--- src/hdl/rmth_pkg.sv ---
// ============================================================================
// rmth_pkg
// Shared types, constants and class functions of the run/magnitude token
// histogram.
// ============================================================================
`default_nettype none

package rmth_pkg;

    // histogram geometry
    localparam int unsigned NUM_BINS = 160;
    localparam int unsigned BIN_W    = 8;
    localparam int unsigned CNT_W    = 16;
    localparam int unsigned RCLS_N   = 10;
    localparam int unsigned MCLS_N   = 16;

    localparam logic [BIN_W-1:0] LONG_RUN_BIN = 8'd144;
    localparam logic [7:0]       CHUNK        = 8'd255;
    localparam logic [10:0]      MAG_CLAMP    = 11'd2047;

    // class start points
    localparam logic [7:0] RUN_CLASS_START [RCLS_N] = '{
        8'd0, 8'd1, 8'd2, 8'd3, 8'd4, 8'd8, 8'd16, 8'd32, 8'd64, 8'd128
    };
    localparam logic [10:0] MAG_CLASS_START [MCLS_N] = '{
        11'd0, 11'd1, 11'd2, 11'd3, 11'd4, 11'd5, 11'd6, 11'd7,
        11'd8, 11'd16, 11'd32, 11'd64, 11'd128, 11'd256, 11'd512, 11'd1024
    };

    // item commands
    typedef enum logic [1:0] {
        CMD_COEFF = 2'd0,
        CMD_FLUSH = 2'd1,
        CMD_READ  = 2'd2,
        CMD_CLEAR = 2'd3
    } t_cmd;

    // controller to datapath
    typedef struct packed {
        logic acc;
        logic load_zero;
        logic div_start;
        logic rd_long;
        logic wr_long;
        logic rd_tok;
        logic wr_tok;
        logic rd_bin;
        logic cap_bin;
        logic load_out;
    } t_dp_cmd;

    // datapath to controller
    typedef struct packed {
        logic in_trivial;
        logic out_free;
        logic is_read;
        logic need_div;
        logic div_done;
        logic tok_needed;
    } t_dp_stat;

    // run class of a run of 0..255
    function automatic logic [3:0] run_class(input logic [7:0] run);
        logic [3:0] cls;
        cls = 4'd0;
        for (int c = 1; c < RCLS_N; c++) begin
            if (run >= RUN_CLASS_START[c]) begin
                cls = 4'(c);
            end
        end
        return cls;
    endfunction

    // magnitude class of a clamped magnitude
    function automatic logic [3:0] mag_class(input logic [10:0] mag);
        logic [3:0] cls;
        cls = 4'd0;
        for (int c = 1; c < MCLS_N; c++) begin
            if (mag >= MAG_CLASS_START[c]) begin
                cls = 4'(c);
            end
        end
        return cls;
    endfunction

endpackage

`default_nettype wire

--- src/hdl/rmth_if.sv ---
// ============================================================================
// rmth_if
// Valid/ready channels of the token histogram: item in, result out.
// ============================================================================
`default_nettype none

interface rmth_in_if;
    logic               valid;
    logic               ready;
    logic [1:0]         cmd;
    logic signed [31:0] coeff_value;
    logic [7:0]         bin_index;

    modport source (output valid, output cmd, output coeff_value, output bin_index,
                    input ready);
    modport sink   (input valid, input cmd, input coeff_value, input bin_index,
                    output ready);
endinterface

interface rmth_out_if;
    logic        valid;
    logic        ready;
    logic        token_counted;
    logic [3:0]  token_run_class;
    logic [3:0]  token_mag_class;
    logic [16:0] long_run_tokens;
    logic [15:0] bin_count;

    modport source (output valid, output token_counted, output token_run_class,
                    output token_mag_class, output long_run_tokens, output bin_count,
                    input ready);
    modport sink   (input valid, input token_counted, input token_run_class,
                    input token_mag_class, input long_run_tokens, input bin_count,
                    output ready);
endinterface

`default_nettype wire

--- src/hdl/rmth_ram.sv ---
// ============================================================================
// rmth_ram
// Generic simple dual-port RAM: one write port, one registered read port.
// ============================================================================
`default_nettype none

module rmth_ram #(
    parameter int unsigned WIDTH = 16,
    parameter int unsigned DEPTH = 160
) (
    input  wire                       i_clk,
    input  wire                       i_we,
    input  wire [$clog2(DEPTH)-1:0]   i_waddr,
    input  wire [WIDTH-1:0]           i_wdata,
    input  wire [$clog2(DEPTH)-1:0]   i_raddr,
    output logic [WIDTH-1:0]          o_rdata
);

    logic [WIDTH-1:0] r_mem [DEPTH];

    always_ff @(posedge i_clk) begin
        if (i_we) begin
            r_mem[i_waddr] <= i_wdata;
        end
        o_rdata <= r_mem[i_raddr];
    end

endmodule

`default_nettype wire

--- src/hdl/rmth_div255.sv ---
// ============================================================================
// rmth_div255
// Divide by 255 in three register stages: shifted-sum quotient estimate,
// remainder of the estimate, then a small compare-and-subtract correction.
// ============================================================================
`default_nettype none

module rmth_div255 #(
    parameter int unsigned W = 24
) (
    input  wire           i_clk,
    input  wire           i_rst_n,
    input  wire           i_start,
    input  wire [W-1:0]   i_dividend,
    output logic          o_done,
    output logic [W-1:0]  o_quot,
    output logic [7:0]    o_rem
);
    import rmth_pkg::*;

    localparam int unsigned   XW     = (W > 11) ? W : 11;
    localparam logic [XW-1:0] REM_X1 = XW'(CHUNK);
    localparam logic [XW-1:0] REM_X2 = XW'(2 * CHUNK);
    localparam logic [XW-1:0] REM_X3 = XW'(3 * CHUNK);
    localparam logic [XW-1:0] REM_X4 = XW'(4 * CHUNK);

    logic [1:0]    r_cnt;
    logic [W-1:0]  r_x;
    logic [W-1:0]  r_q0;
    logic [XW-1:0] r_r0;
    logic [W-1:0]  r_quot;
    logic [7:0]    r_rem;
    logic [W-1:0]  w_q0;
    logic [2:0]    w_fix;
    logic [7:0]    w_rem_fix;

    // estimate x/256 + x/65536 + ..., each term rounded down; never too high
    always_comb begin
        w_q0 = '0;
        for (int s = 8; s < W; s += 8) begin
            w_q0 = w_q0 + (r_x >> s);
        end
    end

    // estimate is low by at most four: fold the excess back out of the remainder
    always_comb begin
        if (r_r0 >= REM_X4) begin
            w_fix     = 3'd4;
            w_rem_fix = 8'(r_r0 - REM_X4);
        end else if (r_r0 >= REM_X3) begin
            w_fix     = 3'd3;
            w_rem_fix = 8'(r_r0 - REM_X3);
        end else if (r_r0 >= REM_X2) begin
            w_fix     = 3'd2;
            w_rem_fix = 8'(r_r0 - REM_X2);
        end else if (r_r0 >= REM_X1) begin
            w_fix     = 3'd1;
            w_rem_fix = 8'(r_r0 - REM_X1);
        end else begin
            w_fix     = 3'd0;
            w_rem_fix = r_r0[7:0];
        end
    end

    // stage counter: 3 estimate, 2 remainder, 1 correction, 0 done
    always_ff @(posedge i_clk) begin
        if (!i_rst_n) begin
            r_cnt <= '0;
        end else if (i_start) begin
            r_cnt <= 2'd3;
        end else if (r_cnt != '0) begin
            r_cnt <= r_cnt - 2'd1;
        end
    end

    // stage registers
    always_ff @(posedge i_clk) begin
        if (i_start) begin
            r_x <= i_dividend;
        end
        if (r_cnt == 2'd3) begin
            r_q0 <= w_q0;
        end
        if (r_cnt == 2'd2) begin
            r_r0 <= XW'(r_x) - XW'({r_q0, 8'd0}) + XW'(r_q0);
        end
        if (r_cnt == 2'd1) begin
            r_quot <= r_q0 + W'(w_fix);
            r_rem  <= w_rem_fix;
        end
    end

    assign o_done = (r_cnt == '0);
    assign o_quot = r_quot;
    assign o_rem  = r_rem;

endmodule

`default_nettype wire

--- src/hdl/rmth_datapath.sv ---
// ============================================================================
// rmth_datapath
// Run counter, item registers, histogram store with valid bits, divider and
// result register.
// ============================================================================
`default_nettype none

module rmth_datapath #(
    parameter int unsigned RUN_COUNTER_BITS = 24
) (
    input  wire                      i_clk,
    input  wire                      i_rst_n,
    input  rmth_pkg::t_dp_cmd        i_cmd,
    output rmth_pkg::t_dp_stat       o_stat,
    input  wire [1:0]                i_in_cmd,
    input  wire signed [31:0]        i_coeff_value,
    input  wire [7:0]                i_bin_index,
    output logic                     o_out_valid,
    input  wire                      i_out_ready,
    output logic                     o_token_counted,
    output logic [3:0]               o_token_run_class,
    output logic [3:0]               o_token_mag_class,
    output logic [16:0]              o_long_run_tokens,
    output logic [15:0]              o_bin_count
);
    import rmth_pkg::*;

    localparam int unsigned RW = RUN_COUNTER_BITS;
    localparam int unsigned QW = (RW > 17) ? RW : 17;
    localparam logic [RW-1:0] RUN_255 = RW'(255);
    localparam logic [RW-1:0] RUN_256 = RW'(256);

    // zero run and item registers
    logic [RW-1:0]       r_run;
    t_cmd                r_cmd;
    logic                r_trivial;
    logic                r_need_div;
    logic [RW-1:0]       r_dvd;
    logic [7:0]          r_run_lo;
    logic [3:0]          r_mcls;
    logic [BIN_W-1:0]    r_bin_idx;
    logic [CNT_W-1:0]    r_bcount;

    // store
    logic [NUM_BINS-1:0] r_valid;
    logic                r_rd_ok;
    logic [CNT_W-1:0]    w_rdata;
    logic [BIN_W-1:0]    w_addr;
    logic                w_we;
    logic [CNT_W-1:0]    w_wdata;
    logic [CNT_W-1:0]    w_base;

    // decode of the offered item
    t_cmd                w_in_cmd;
    logic                w_coef_zero;
    logic                w_need_div_in;
    logic [31:0]         w_abs;
    logic [10:0]         w_mag;

    // divider and token
    logic                w_div_done;
    logic [RW-1:0]       w_quot;
    logic [7:0]          w_rem;
    logic [QW-1:0]       w_q_ext;
    logic [7:0]          w_tokrun;
    logic [3:0]          w_rcls;
    logic                w_counted;

    assign w_in_cmd    = t_cmd'(i_in_cmd);
    assign w_coef_zero = (i_coeff_value == 32'sd0);
    assign w_abs       = i_coeff_value[31] ? (~i_coeff_value + 32'd1) : i_coeff_value;
    assign w_mag       = (w_abs > 32'(MAG_CLAMP)) ? MAG_CLAMP : w_abs[10:0];

    assign w_need_div_in = ((w_in_cmd == CMD_COEFF) && !w_coef_zero && (r_run >= RUN_256))
                        || ((w_in_cmd == CMD_FLUSH) && (r_run >= RUN_255));

    // items whose result is all zeros and need no store access
    assign o_stat.in_trivial = ((w_in_cmd == CMD_COEFF) && w_coef_zero)
                            || (w_in_cmd == CMD_CLEAR)
                            || ((w_in_cmd == CMD_FLUSH) && (r_run == '0))
                            || ((w_in_cmd == CMD_READ) && (i_bin_index >= BIN_W'(NUM_BINS)));

    // run counter
    always_ff @(posedge i_clk) begin
        if (!i_rst_n) begin
            r_run <= '0;
        end else if (i_cmd.acc) begin
            if (w_in_cmd == CMD_COEFF && w_coef_zero) begin
                if (r_run != '1) begin
                    r_run <= r_run + RW'(1);
                end
            end else if (w_in_cmd == CMD_COEFF || w_in_cmd == CMD_FLUSH) begin
                r_run <= '0;
            end
        end
    end

    // latch the item at transfer
    always_ff @(posedge i_clk) begin
        if (i_cmd.acc) begin
            r_cmd      <= w_in_cmd;
            r_trivial  <= o_stat.in_trivial;
            r_need_div <= w_need_div_in;
            r_dvd      <= (w_in_cmd == CMD_COEFF) ? (r_run - RW'(1)) : r_run;
            r_run_lo   <= r_run[7:0];
            r_mcls     <= (w_in_cmd == CMD_COEFF) ? mag_class(w_mag) : 4'd0;
            r_bin_idx  <= i_bin_index;
        end
    end

    rmth_div255 #(
        .W (RW)
    ) u_div (
        .i_clk      (i_clk),
        .i_rst_n    (i_rst_n),
        .i_start    (i_cmd.div_start),
        .i_dividend (r_dvd),
        .o_done     (w_div_done),
        .o_quot     (w_quot),
        .o_rem      (w_rem)
    );

    // token run after long-run tokens are taken off
    assign w_q_ext  = QW'(w_quot);
    assign w_tokrun = r_need_div ? ((r_cmd == CMD_COEFF) ? (w_rem + 8'd1) : w_rem) : r_run_lo;
    assign w_rcls   = run_class(w_tokrun);

    // store address and write data
    always_comb begin
        if (i_cmd.rd_long || i_cmd.wr_long) begin
            w_addr = LONG_RUN_BIN;
        end else if (i_cmd.rd_tok || i_cmd.wr_tok) begin
            w_addr = {w_rcls, r_mcls};
        end else begin
            w_addr = r_bin_idx;
        end
    end

    assign w_we    = i_cmd.wr_long || i_cmd.wr_tok;
    assign w_base  = r_rd_ok ? w_rdata : '0;
    assign w_wdata = w_base + (i_cmd.wr_long ? w_q_ext[CNT_W-1:0] : CNT_W'(1));

    rmth_ram #(
        .WIDTH (CNT_W),
        .DEPTH (NUM_BINS)
    ) u_ram (
        .i_clk   (i_clk),
        .i_we    (w_we),
        .i_waddr (w_addr),
        .i_wdata (w_wdata),
        .i_raddr (w_addr),
        .o_rdata (w_rdata)
    );

    // valid bits: a bin never written since reset or clear reads as zero
    always_ff @(posedge i_clk) begin
        if (!i_rst_n) begin
            r_valid <= '0;
        end else begin
            if (i_cmd.acc && w_in_cmd == CMD_CLEAR) begin
                r_valid <= '0;
            end
            if (w_we) begin
                r_valid[w_addr] <= 1'b1;
            end
        end
    end

    always_ff @(posedge i_clk) begin
        if (i_cmd.rd_long || i_cmd.rd_tok || i_cmd.rd_bin) begin
            r_rd_ok <= r_valid[w_addr];
        end
        if (i_cmd.cap_bin) begin
            r_bcount <= w_base;
        end
    end

    assign w_counted = !r_trivial
                    && ((r_cmd == CMD_COEFF) || ((r_cmd == CMD_FLUSH) && (w_tokrun != 8'd0)));

    // result register
    always_ff @(posedge i_clk) begin
        if (!i_rst_n) begin
            o_out_valid <= 1'b0;
        end else if (i_cmd.load_zero || i_cmd.load_out) begin
            o_out_valid <= 1'b1;
        end else if (i_out_ready) begin
            o_out_valid <= 1'b0;
        end
    end

    always_ff @(posedge i_clk) begin
        if (i_cmd.load_zero) begin
            o_token_counted   <= 1'b0;
            o_token_run_class <= '0;
            o_token_mag_class <= '0;
            o_long_run_tokens <= '0;
            o_bin_count       <= '0;
        end else if (i_cmd.load_out) begin
            o_token_counted   <= w_counted;
            o_token_run_class <= w_counted ? w_rcls : 4'd0;
            o_token_mag_class <= w_counted ? r_mcls : 4'd0;
            o_long_run_tokens <= (!r_trivial && r_need_div) ? w_q_ext[16:0] : 17'd0;
            o_bin_count       <= (!r_trivial && r_cmd == CMD_READ) ? r_bcount : '0;
        end
    end

    assign o_stat.out_free   = !o_out_valid || i_out_ready;
    assign o_stat.is_read    = (r_cmd == CMD_READ);
    assign o_stat.need_div   = r_need_div;
    assign o_stat.div_done   = w_div_done;
    assign o_stat.tok_needed = (r_cmd == CMD_COEFF) || (w_tokrun != 8'd0);

endmodule

`default_nettype wire

--- src/hdl/rmth_ctrl.sv ---
// ============================================================================
// rmth_ctrl
// Sequencer of the token histogram: divide, read-modify-write steps and
// result hand-off.
// ============================================================================
`default_nettype none

module rmth_ctrl (
    input  wire                  i_clk,
    input  wire                  i_rst_n,
    input  wire                  i_in_valid,
    output logic                 o_in_ready,
    input  rmth_pkg::t_dp_stat   i_stat,
    output rmth_pkg::t_dp_cmd    o_cmd
);
    import rmth_pkg::*;

    typedef enum logic [3:0] {
        S_IDLE,
        S_START,
        S_DIV,
        S_RD_LONG,
        S_WR_LONG,
        S_RD_TOK,
        S_WR_TOK,
        S_RD_BIN,
        S_CAP_BIN,
        S_FIN
    } t_state;

    t_state r_state;
    t_state n_state;
    logic   w_acc;

    assign w_acc      = i_in_valid && (r_state == S_IDLE);
    assign o_in_ready = (r_state == S_IDLE);

    // next state and commands
    always_comb begin
        n_state = r_state;
        o_cmd   = '0;
        o_cmd.acc = w_acc;
        unique case (r_state)
            S_IDLE: begin
                if (w_acc) begin
                    if (i_stat.in_trivial) begin
                        if (i_stat.out_free) begin
                            o_cmd.load_zero = 1'b1;
                        end else begin
                            n_state = S_FIN;
                        end
                    end else begin
                        n_state = S_START;
                    end
                end
            end
            S_START: begin
                if (i_stat.is_read) begin
                    n_state = S_RD_BIN;
                end else if (i_stat.need_div) begin
                    o_cmd.div_start = 1'b1;
                    n_state = S_DIV;
                end else begin
                    n_state = S_RD_TOK;
                end
            end
            S_DIV: begin
                if (i_stat.div_done) begin
                    n_state = S_RD_LONG;
                end
            end
            S_RD_LONG: begin
                o_cmd.rd_long = 1'b1;
                n_state = S_WR_LONG;
            end
            S_WR_LONG: begin
                o_cmd.wr_long = 1'b1;
                n_state = i_stat.tok_needed ? S_RD_TOK : S_FIN;
            end
            S_RD_TOK: begin
                o_cmd.rd_tok = 1'b1;
                n_state = S_WR_TOK;
            end
            S_WR_TOK: begin
                o_cmd.wr_tok = 1'b1;
                n_state = S_FIN;
            end
            S_RD_BIN: begin
                o_cmd.rd_bin = 1'b1;
                n_state = S_CAP_BIN;
            end
            S_CAP_BIN: begin
                o_cmd.cap_bin = 1'b1;
                n_state = S_FIN;
            end
            S_FIN: begin
                if (i_stat.out_free) begin
                    o_cmd.load_out = 1'b1;
                    n_state = S_IDLE;
                end
            end
            default: begin
                n_state = S_IDLE;
            end
        endcase
    end

    always_ff @(posedge i_clk) begin
        if (!i_rst_n) begin
            r_state <= S_IDLE;
        end else begin
            r_state <= n_state;
        end
    end

endmodule

`default_nettype wire

--- src/hdl/run_magnitude_token_histogram_core.sv ---
// ============================================================================
// run_magnitude_token_histogram_core
// Zero-run / magnitude-class token histogram of one wavelet band, 160 bins.
// ============================================================================
//
//  channel   dir  modport           payload
//  i_in      in   rmth_in_if.sink   cmd, coeff_value, bin_index
//  o_out     out  rmth_out_if.source token_counted, token_run_class,
//                                   token_mag_class, long_run_tokens, bin_count
//
// Steps: zero coefficient, clear, empty flush and out-of-range read need no store
// access; a read reads its bin once and a nonzero coefficient with a short run
// makes one read-modify-write on the simple dual-port bin store. A run of 256
// or more (flush: 255 or more) adds the three-stage divide by 255 and a second
// read-modify-write on the long-run bin; a flush of an exact multiple of 255 skips the token one.
// Reset: bin valid bits and the run counter clear at once; no sweep.
// Stalls: a held result sits in the output register; the next item is taken
// while it waits and stops at its own hand-off until the register frees.
// ============================================================================
`default_nettype none

module run_magnitude_token_histogram_core #(
    parameter int unsigned RUN_COUNTER_BITS = 24
) (
    input  wire          i_clk,
    input  wire          i_rst_n,
    rmth_in_if.sink      i_in,
    rmth_out_if.source   o_out
);
    import rmth_pkg::*;

    t_dp_cmd  w_cmd;
    t_dp_stat w_stat;
    logic     w_in_ready;
    logic     w_out_valid;

    rmth_ctrl u_ctrl (
        .i_clk      (i_clk),
        .i_rst_n    (i_rst_n),
        .i_in_valid (i_in.valid),
        .o_in_ready (w_in_ready),
        .i_stat     (w_stat),
        .o_cmd      (w_cmd)
    );

    rmth_datapath #(
        .RUN_COUNTER_BITS (RUN_COUNTER_BITS)
    ) u_dp (
        .i_clk             (i_clk),
        .i_rst_n           (i_rst_n),
        .i_cmd             (w_cmd),
        .o_stat            (w_stat),
        .i_in_cmd          (i_in.cmd),
        .i_coeff_value     (i_in.coeff_value),
        .i_bin_index       (i_in.bin_index),
        .o_out_valid       (w_out_valid),
        .i_out_ready       (o_out.ready),
        .o_token_counted   (o_out.token_counted),
        .o_token_run_class (o_out.token_run_class),
        .o_token_mag_class (o_out.token_mag_class),
        .o_long_run_tokens (o_out.long_run_tokens),
        .o_bin_count       (o_out.bin_count)
    );

    assign i_in.ready  = w_in_ready;
    assign o_out.valid = w_out_valid;

    // divider only starts for runs long enough to need it
    a_div_start: assert property (@(posedge i_clk) disable iff (!i_rst_n)
        w_cmd.div_start |-> w_stat.need_div)
        else $error("divider started without a long run");

    // every bin write comes in the cycle right after its read
    a_wr_after_rd: assert property (@(posedge i_clk) disable iff (!i_rst_n)
        (w_cmd.wr_long || w_cmd.wr_tok) |-> $past(w_cmd.rd_long || w_cmd.rd_tok))
        else $error("bin write without preceding read");

    // a result is never loaded over one still waiting
    a_out_free: assert property (@(posedge i_clk) disable iff (!i_rst_n)
        (w_cmd.load_out || w_cmd.load_zero) |-> (!w_out_valid || o_out.ready))
        else $error("result register overwritten");

endmodule

`default_nettype wire
--- src/flat_wrapper.sv ---
// flat-port wrapper written by rule: the top's interface ports become plain ports
module run_magnitude_token_histogram_core_flat import rmth_pkg::*;
#(
    parameter int unsigned RUN_COUNTER_BITS = 24
)
  (i_clk, i_rst_n, i_in_valid, i_in_cmd, i_in_coeff_value, i_in_bin_index, i_in_ready, o_out_valid, o_out_token_counted, o_out_token_run_class, o_out_token_mag_class, o_out_long_run_tokens, o_out_bin_count, o_out_ready);
  rmth_in_if i_in_i ();
  rmth_out_if o_out_i ();
  input  wire i_clk;
  input  wire i_rst_n;
  input wire logic [$bits(i_in_i.valid)-1:0] i_in_valid;
  input wire logic [$bits(i_in_i.cmd)-1:0] i_in_cmd;
  input wire logic [$bits(i_in_i.coeff_value)-1:0] i_in_coeff_value;
  input wire logic [$bits(i_in_i.bin_index)-1:0] i_in_bin_index;
  output wire logic [$bits(i_in_i.ready)-1:0] i_in_ready;
  output wire logic [$bits(o_out_i.valid)-1:0] o_out_valid;
  output wire logic [$bits(o_out_i.token_counted)-1:0] o_out_token_counted;
  output wire logic [$bits(o_out_i.token_run_class)-1:0] o_out_token_run_class;
  output wire logic [$bits(o_out_i.token_mag_class)-1:0] o_out_token_mag_class;
  output wire logic [$bits(o_out_i.long_run_tokens)-1:0] o_out_long_run_tokens;
  output wire logic [$bits(o_out_i.bin_count)-1:0] o_out_bin_count;
  input wire logic [$bits(o_out_i.ready)-1:0] o_out_ready;
  assign i_in_i.valid = i_in_valid;
  assign i_in_i.cmd = i_in_cmd;
  assign i_in_i.coeff_value = i_in_coeff_value;
  assign i_in_i.bin_index = i_in_bin_index;
  assign i_in_ready = i_in_i.ready;
  assign o_out_valid = o_out_i.valid;
  assign o_out_token_counted = o_out_i.token_counted;
  assign o_out_token_run_class = o_out_i.token_run_class;
  assign o_out_token_mag_class = o_out_i.token_mag_class;
  assign o_out_long_run_tokens = o_out_i.long_run_tokens;
  assign o_out_bin_count = o_out_i.bin_count;
  assign o_out_i.ready = o_out_ready;
  run_magnitude_token_histogram_core #(.RUN_COUNTER_BITS(RUN_COUNTER_BITS)) u_core (.i_clk(i_clk), .i_rst_n(i_rst_n), .i_in(i_in_i), .o_out(o_out_i));
endmodule
--- config.mk ---
export PLATFORM = sky130hd
export DESIGN_NAME = run_magnitude_token_histogram_core_flat
export DESIGN_NICKNAME = d
export VERILOG_FILES = /design/src/hdl/rmth_pkg.sv /design/src/hdl/rmth_if.sv /design/src/hdl/rmth_ram.sv /design/src/hdl/rmth_div255.sv /design/src/hdl/rmth_datapath.sv /design/src/hdl/rmth_ctrl.sv /design/src/hdl/run_magnitude_token_histogram_core.sv /design/src/flat_wrapper.sv
export SDC_FILE = /design/constraint.sdc
export NUM_CORES = 2
export LEC_CHECK = 0
export ABC_AREA = 1
export CAP_MARGIN = 10
export CORE_MARGIN = 2
export CORE_UTILIZATION = 55
export CTS_BUF_LIST = sky130_fd_sc_hd__clkbuf_8
export DETAILED_ROUTE_END_ITERATION = 10
export DONT_BUFFER_PORTS = 1
export PLACE_DENSITY = 0.73
export SYNTH_ARGS = -nofsm -noshare
export SYNTH_HDL_FRONTEND = slang
export SYNTH_HIERARCHICAL = 1
export SYNTH_SLANG_ARGS = --single-unit
--- constraint.sdc ---
create_clock -name i_clk -period 7.3 [get_ports i_clk]
set_input_delay 0.73 -clock i_clk [delete_from_list [all_inputs] [get_ports i_clk]]
set_output_delay 0.73 -clock i_clk [all_outputs]
set_load 0.03 [all_outputs]
==> After elaboration in Yosys (flattened, before gate mapping) <==
Memories as Yosys holds them, arrays and structs flattened. A register that Yosys moved wholly into a read port is not among the register bits.
Cells that the tools add are included.
Widths: inputs -> output; s select.
{ "totals": {"out_inout_bits": 44, "memories": 1, "word_cells": 226, "ff_bits": 388, "ram_bits": 2560, "in_bits": 46} }
{ "memory_table": {"columns": ["memory", "words", "word_bits", "rd", "rd_ports_with_merged_regs", "write_ports", "line", "source"], "rows": [
  ["u_core.u_dp.u_ram.r_mem", 160, 16, 1, 1, 1, "rmth_ram.sv:19", "logic [WIDTH-1:0] r_mem [DEPTH];"]
]} }
{ "classes": {"n_lt_le_gt_ge": 34, "addsub": 14, "bitwise": 2, "n_reduce_logical": 44, "muxes": 84, "eq_ne": 23} }
{ "ops": {"columns": ["op", "count"], "rows": [
  ["$mux 160", 3],
  ["$or 160x160->160", 1],
  ["$mux 4", 31],
  ["$mux 24", 4],
  ["$mux 8", 8],
  ["$ge 24x10->1 const B", 2],
  ["$ge 24x8->1 const B", 2],
  ["$ge 24x9->1 const B", 2],
  ["$mux 16", 3],
  ["$ge 11x3->1 const B", 4],
  ["$pmux 4 s9", 1],
  ["$add 32x1->32 const B", 1],
  ["$gt 32x11->1 const B", 1],
  ["$logic_not 32->1", 1],
  ["$mux 32", 1],
  ["$not 32->32", 1],
  ["$sub 8x8->8 const B", 4],
  ["$add 24x1->24 const B", 1],
  ["$add 24x17->24", 1],
  ["$logic_not 24->1", 1],
  ["$ne 24x24->1 const B", 1],
  ["$sub 24x1->24 const B", 1],
  ["$sub 24x24->24", 1],
  ["$mux 1", 23],
  ["other kinds (49)", 102]
]} }

==> Logic depth before layout (Yosys ltp) <==
{ "depth": {"word_depth": 21, "mapped_depth": 24, "mapped_depth_nobuf": 24} }

==> Hierarchy <==
Netlist, hierarchy kept.
{ "modules_own_cells": {"columns": ["module", "area_per_inst_um2", "cells_each", "seq_area_each_um2", "n_inst"], "rows": [
  ["rmth_ram", 103304.1, 8385, 77194.0, 1],
  ["rmth_datapath", 14774.2, 1917, 6496.2, 1],
  ["rmth_div255", 6673.9, 751, 2772.7, 1],
  ["rmth_ctrl", 384.1, 68, 80.1, 1]
]} }

==> Worst setup path after synthesis <==
No wires, ideal clock.
{ "synth_path": {"path_type": "reg-to-reg", "startpoint": "register u_core.u_ctrl.r_state[1]", "endpoint": "memory u_core.u_dp.u_ram.r_mem[0][13] (data pin)", "setup_time_ns": 1.029, "arrival_time_ns": 7.029, "required_ns": 6.271, "synth_period_minus_slack_ns": 8.058, "path_slack_ns": -0.758, "path_buffers": 2, "stages_incl_launch_ff": 22, "cell_sequence": "dfxtp_1 -> nor2_2 -> nand2_1 -> inv_1 -> buf_6 -> clkbuf_1 -> nand2_1 -> inv_1 -> ha_1 -> a21oi_1 -> nand2_1 -> a21o_1 -> a21oi_1 -> o21ai_0 -> a21oi_1 -> o21bai_1 -> nand3_1 -> nand2_1 -> a21oi_1 -> nor2_1 -> nor2_1 -> xor2_1"} }
{ "synth_rtl": {"columns": ["item", "line", "source"], "rows": [
  ["start: declaration", "rmth_ctrl.sv:31", "t_state r_state;"],
  ["start signal: assignment", "rmth_ctrl.sv:112", "r_state <= n_state;"],
  ["end: declaration", "rmth_ram.sv:19", null]
]} }

==> metrics.txt <==
first-pass GRT wire length 507 mm; Lkg Pwr 49.3 nW; worst path bufs/invs 4; WP data arrival 6.71 ns; Startpoint Class flip-flop; P per Cell Area 395 mW/mm^2; clock latency at the later pin of the worst-skew pair 1.13 ns; area grow syn2layout 9.25%; ANT nets after route 0; post-synthesis cell count 11111; DR vias/cell 6.04; cell count after placement 13711; Vias 87973; clock root buffer clkbuf_8; # IOs 90; post-layout net count 11323; Setup crit start u_core/u_ctrl/r_state[1]; global placer's final weighted congestion 0.937; DIE HEIGHT 481 microns; Net Count, Synth 11247; worst slew pin tran 1.35 ns; Worst path top cell family by delay simple AND/OR/NAND/NOR gates; Worst Skew 0.114 ns; Worst Path Required 8.33 ns; RSZ-0062 raised after global routing false; worst hold path type primary input to flip-flop; Overflow after GRT 0; worst-path fanout max 94; number of buffers created by CTS 468; Non-Filler Instances 14571; Layout Utilization 0.603; post-DR wirelength/cell 23.5 microns; worst ir drop on vdd 0.000414 V; post-place setup slack 1.71 ns; clock tree buffer depth 4; placed cell areas 0.128 sq mm; CP max stage delay 0.67 ns; DRT iter0 DRCs 11647; Starting Density 0.552; core area 0.227 sq mm; fmax 176 MHz; Rel. slew slack 0.0966; filler cell count 17533; layout cells sized above 1 0.0855; status complete, no violations; vias in the first global route 83144; Initial DRT Pass Iterations 9; max-slew violation total from the final report 0; mapped cell area 0.125 sq mm; largest net degree at the start of global routing 201; hold wc startpoint i_in_cmd[0]; WS Path Type flip-flop to flip-flop; Fin Setup TNS 0 ns; Final Hold Viols 0; element type at the critical path end flip-flop; TritonCTS Sinks 2964; Clk pin slew, worst setup/hold paths 0.06 ns; CTS tree done; Avg Cell Area, Syn 11.3 sq um; area of the multi-input gates 0.0340 sq mm; Die X 481 microns; worst reg2reg startpoint u_core/u_ctrl/r_state[1]; DRC violations left 0; post-route design area 0.137 sq mm; part of the cycle the worst path needs 0.778; worst-path cell chain nor2_2, nand2_1, inv_1, nor2_8, nand2_1, inv_8, inv_8, buf_12, nand2_1, nand3_1, nand3_1, nand3_1, nand3_1, nand3_1, nand3_1, nand2_1, nand2_1, nand2_1; CTS resizes 0; Sequential Area 0.0865 sq mm; initial antenna violation count 5; CTS HTree Levels 5; hpwl dp 194 mm; DIE AREA 0.231 sq mm; final worst slack 1.62 ns; critical path's slowest cell nand2_1; max_cap viols 0; setup violators final 0; fin crit period 5.68 ns; port bufs 0; Total Wirelength 342 mm; Global Route Usage Sum 0.289; # rows 175; Yosys Warn Count 6
==> registers in the layout, indices dropped and copies added, names as in the netlist, 2 cells and up <==
register / flops
u_core/u_ctrl/r_state: 4
u_core/u_dp/o_bin_count: 16
u_core/u_dp/o_long_run_tokens: 17
u_core/u_dp/o_token_mag_class: 4
u_core/u_dp/o_token_run_class: 4
u_core/u_dp/r_bcount: 16
u_core/u_dp/r_bin_idx: 8
u_core/u_dp/r_cmd: 2
u_core/u_dp/r_dvd: 24
u_core/u_dp/r_mcls: 4
u_core/u_dp/r_run: 24
u_core/u_dp/r_run_lo: 8
u_core/u_dp/r_valid: 160
u_core/u_dp/u_div/o_quot: 17
u_core/u_dp/u_div/o_rem: 8
u_core/u_dp/u_div/r_cnt: 2
u_core/u_dp/u_div/r_q0: 17
u_core/u_dp/u_div/r_r0: 24
u_core/u_dp/u_div/r_x: 24
u_core/u_dp/u_ram/o_rdata: 16
u_core/u_dp/u_ram/r_mem: 2560
==> path summary, 6_finish.rpt <==
| path | end | slack, ns | cells after the start |
|---|---|---|---|
| worst max register to register | u_core/u_dp/u_ram/o_rdata[11] | 1.62 | 18 |
| worst min register to register | u_core/u_dp/u_div/r_x[14] | 0.42 | 0 |
| worst max-delay path | u_core/u_dp/u_ram/o_rdata[11] | 1.62 | 18 |
| worst min-delay path | u_core/u_dp/r_trivial | 0.12 | 2 |
==> where the power goes <==
| part | switching, W | internal (W) |
|---|---|---|
| combinational | 0.0149 | 0.00452 |
| clock | 0.00632 | 0.00650 |
| sequential | 0.000422 | 0.0212 |
==> what timing repair did <==
item,CTS,global route
buffers inserted,0,0
hold buffers,13,0
endpoints found under the hold margin,84,0
==> layer usage <==
metal	vias to the layer above	GRT usage	wire [microns]
li1	39378	-	-
met1	42409	0.396	130000
met2	5358	0.448	158000
met3	822	0.0621	39700
met4	6	0.123	14500
met5	-	0	125
==> cell usage in the layout, fill, tap and decap left out, drive strengths merged, types with 13 or more instances in the layout <==
| cell | count |
|---|---|
| a22oi | 66 |
| buf | 259 |
| nor3 | 43 |
| ha | 78 |
| dlygate4sd3 | 13 |
| inv | 521 |
| o22ai | 120 |
| nand2 | 2997 |
| o221ai | 19 |
| clkbuf | 495 |
| o21ai | 336 |
| nor2 | 721 |
| xnor2 | 22 |
| nand3 | 2206 |
| xor2 | 84 |
| o211ai | 16 |
| a32o | 33 |
| dfxtp | 249 |
| nand4 | 27 |
| or2 | 14 |
| edfxtp | 2715 |
| clkinv | 147 |
| a21oi | 277 |
==> through the flow <==
step                hold slack [ns]  power [W]
floorplan                     0.400     0.0345
global placement              0.401     0.0404
detailed placement            0.405     0.0409
CTS                          0.0224     0.0535
global route                 0.0747     0.0561
finish                        0.119     0.0539
==> cell type report <==
type	count	share of cell area
multi-input cells	7139	0.249
inverters	342	0.00975
well taps	3009	0.0276
clock inverters	338	0.0117
flip-flops and latches	2964	0.633
clock buffers	495	0.0499
diodes	12	0.000220
repair buffers	272	0.0190
No activity file was read; power rests on OpenSTA's default activity.
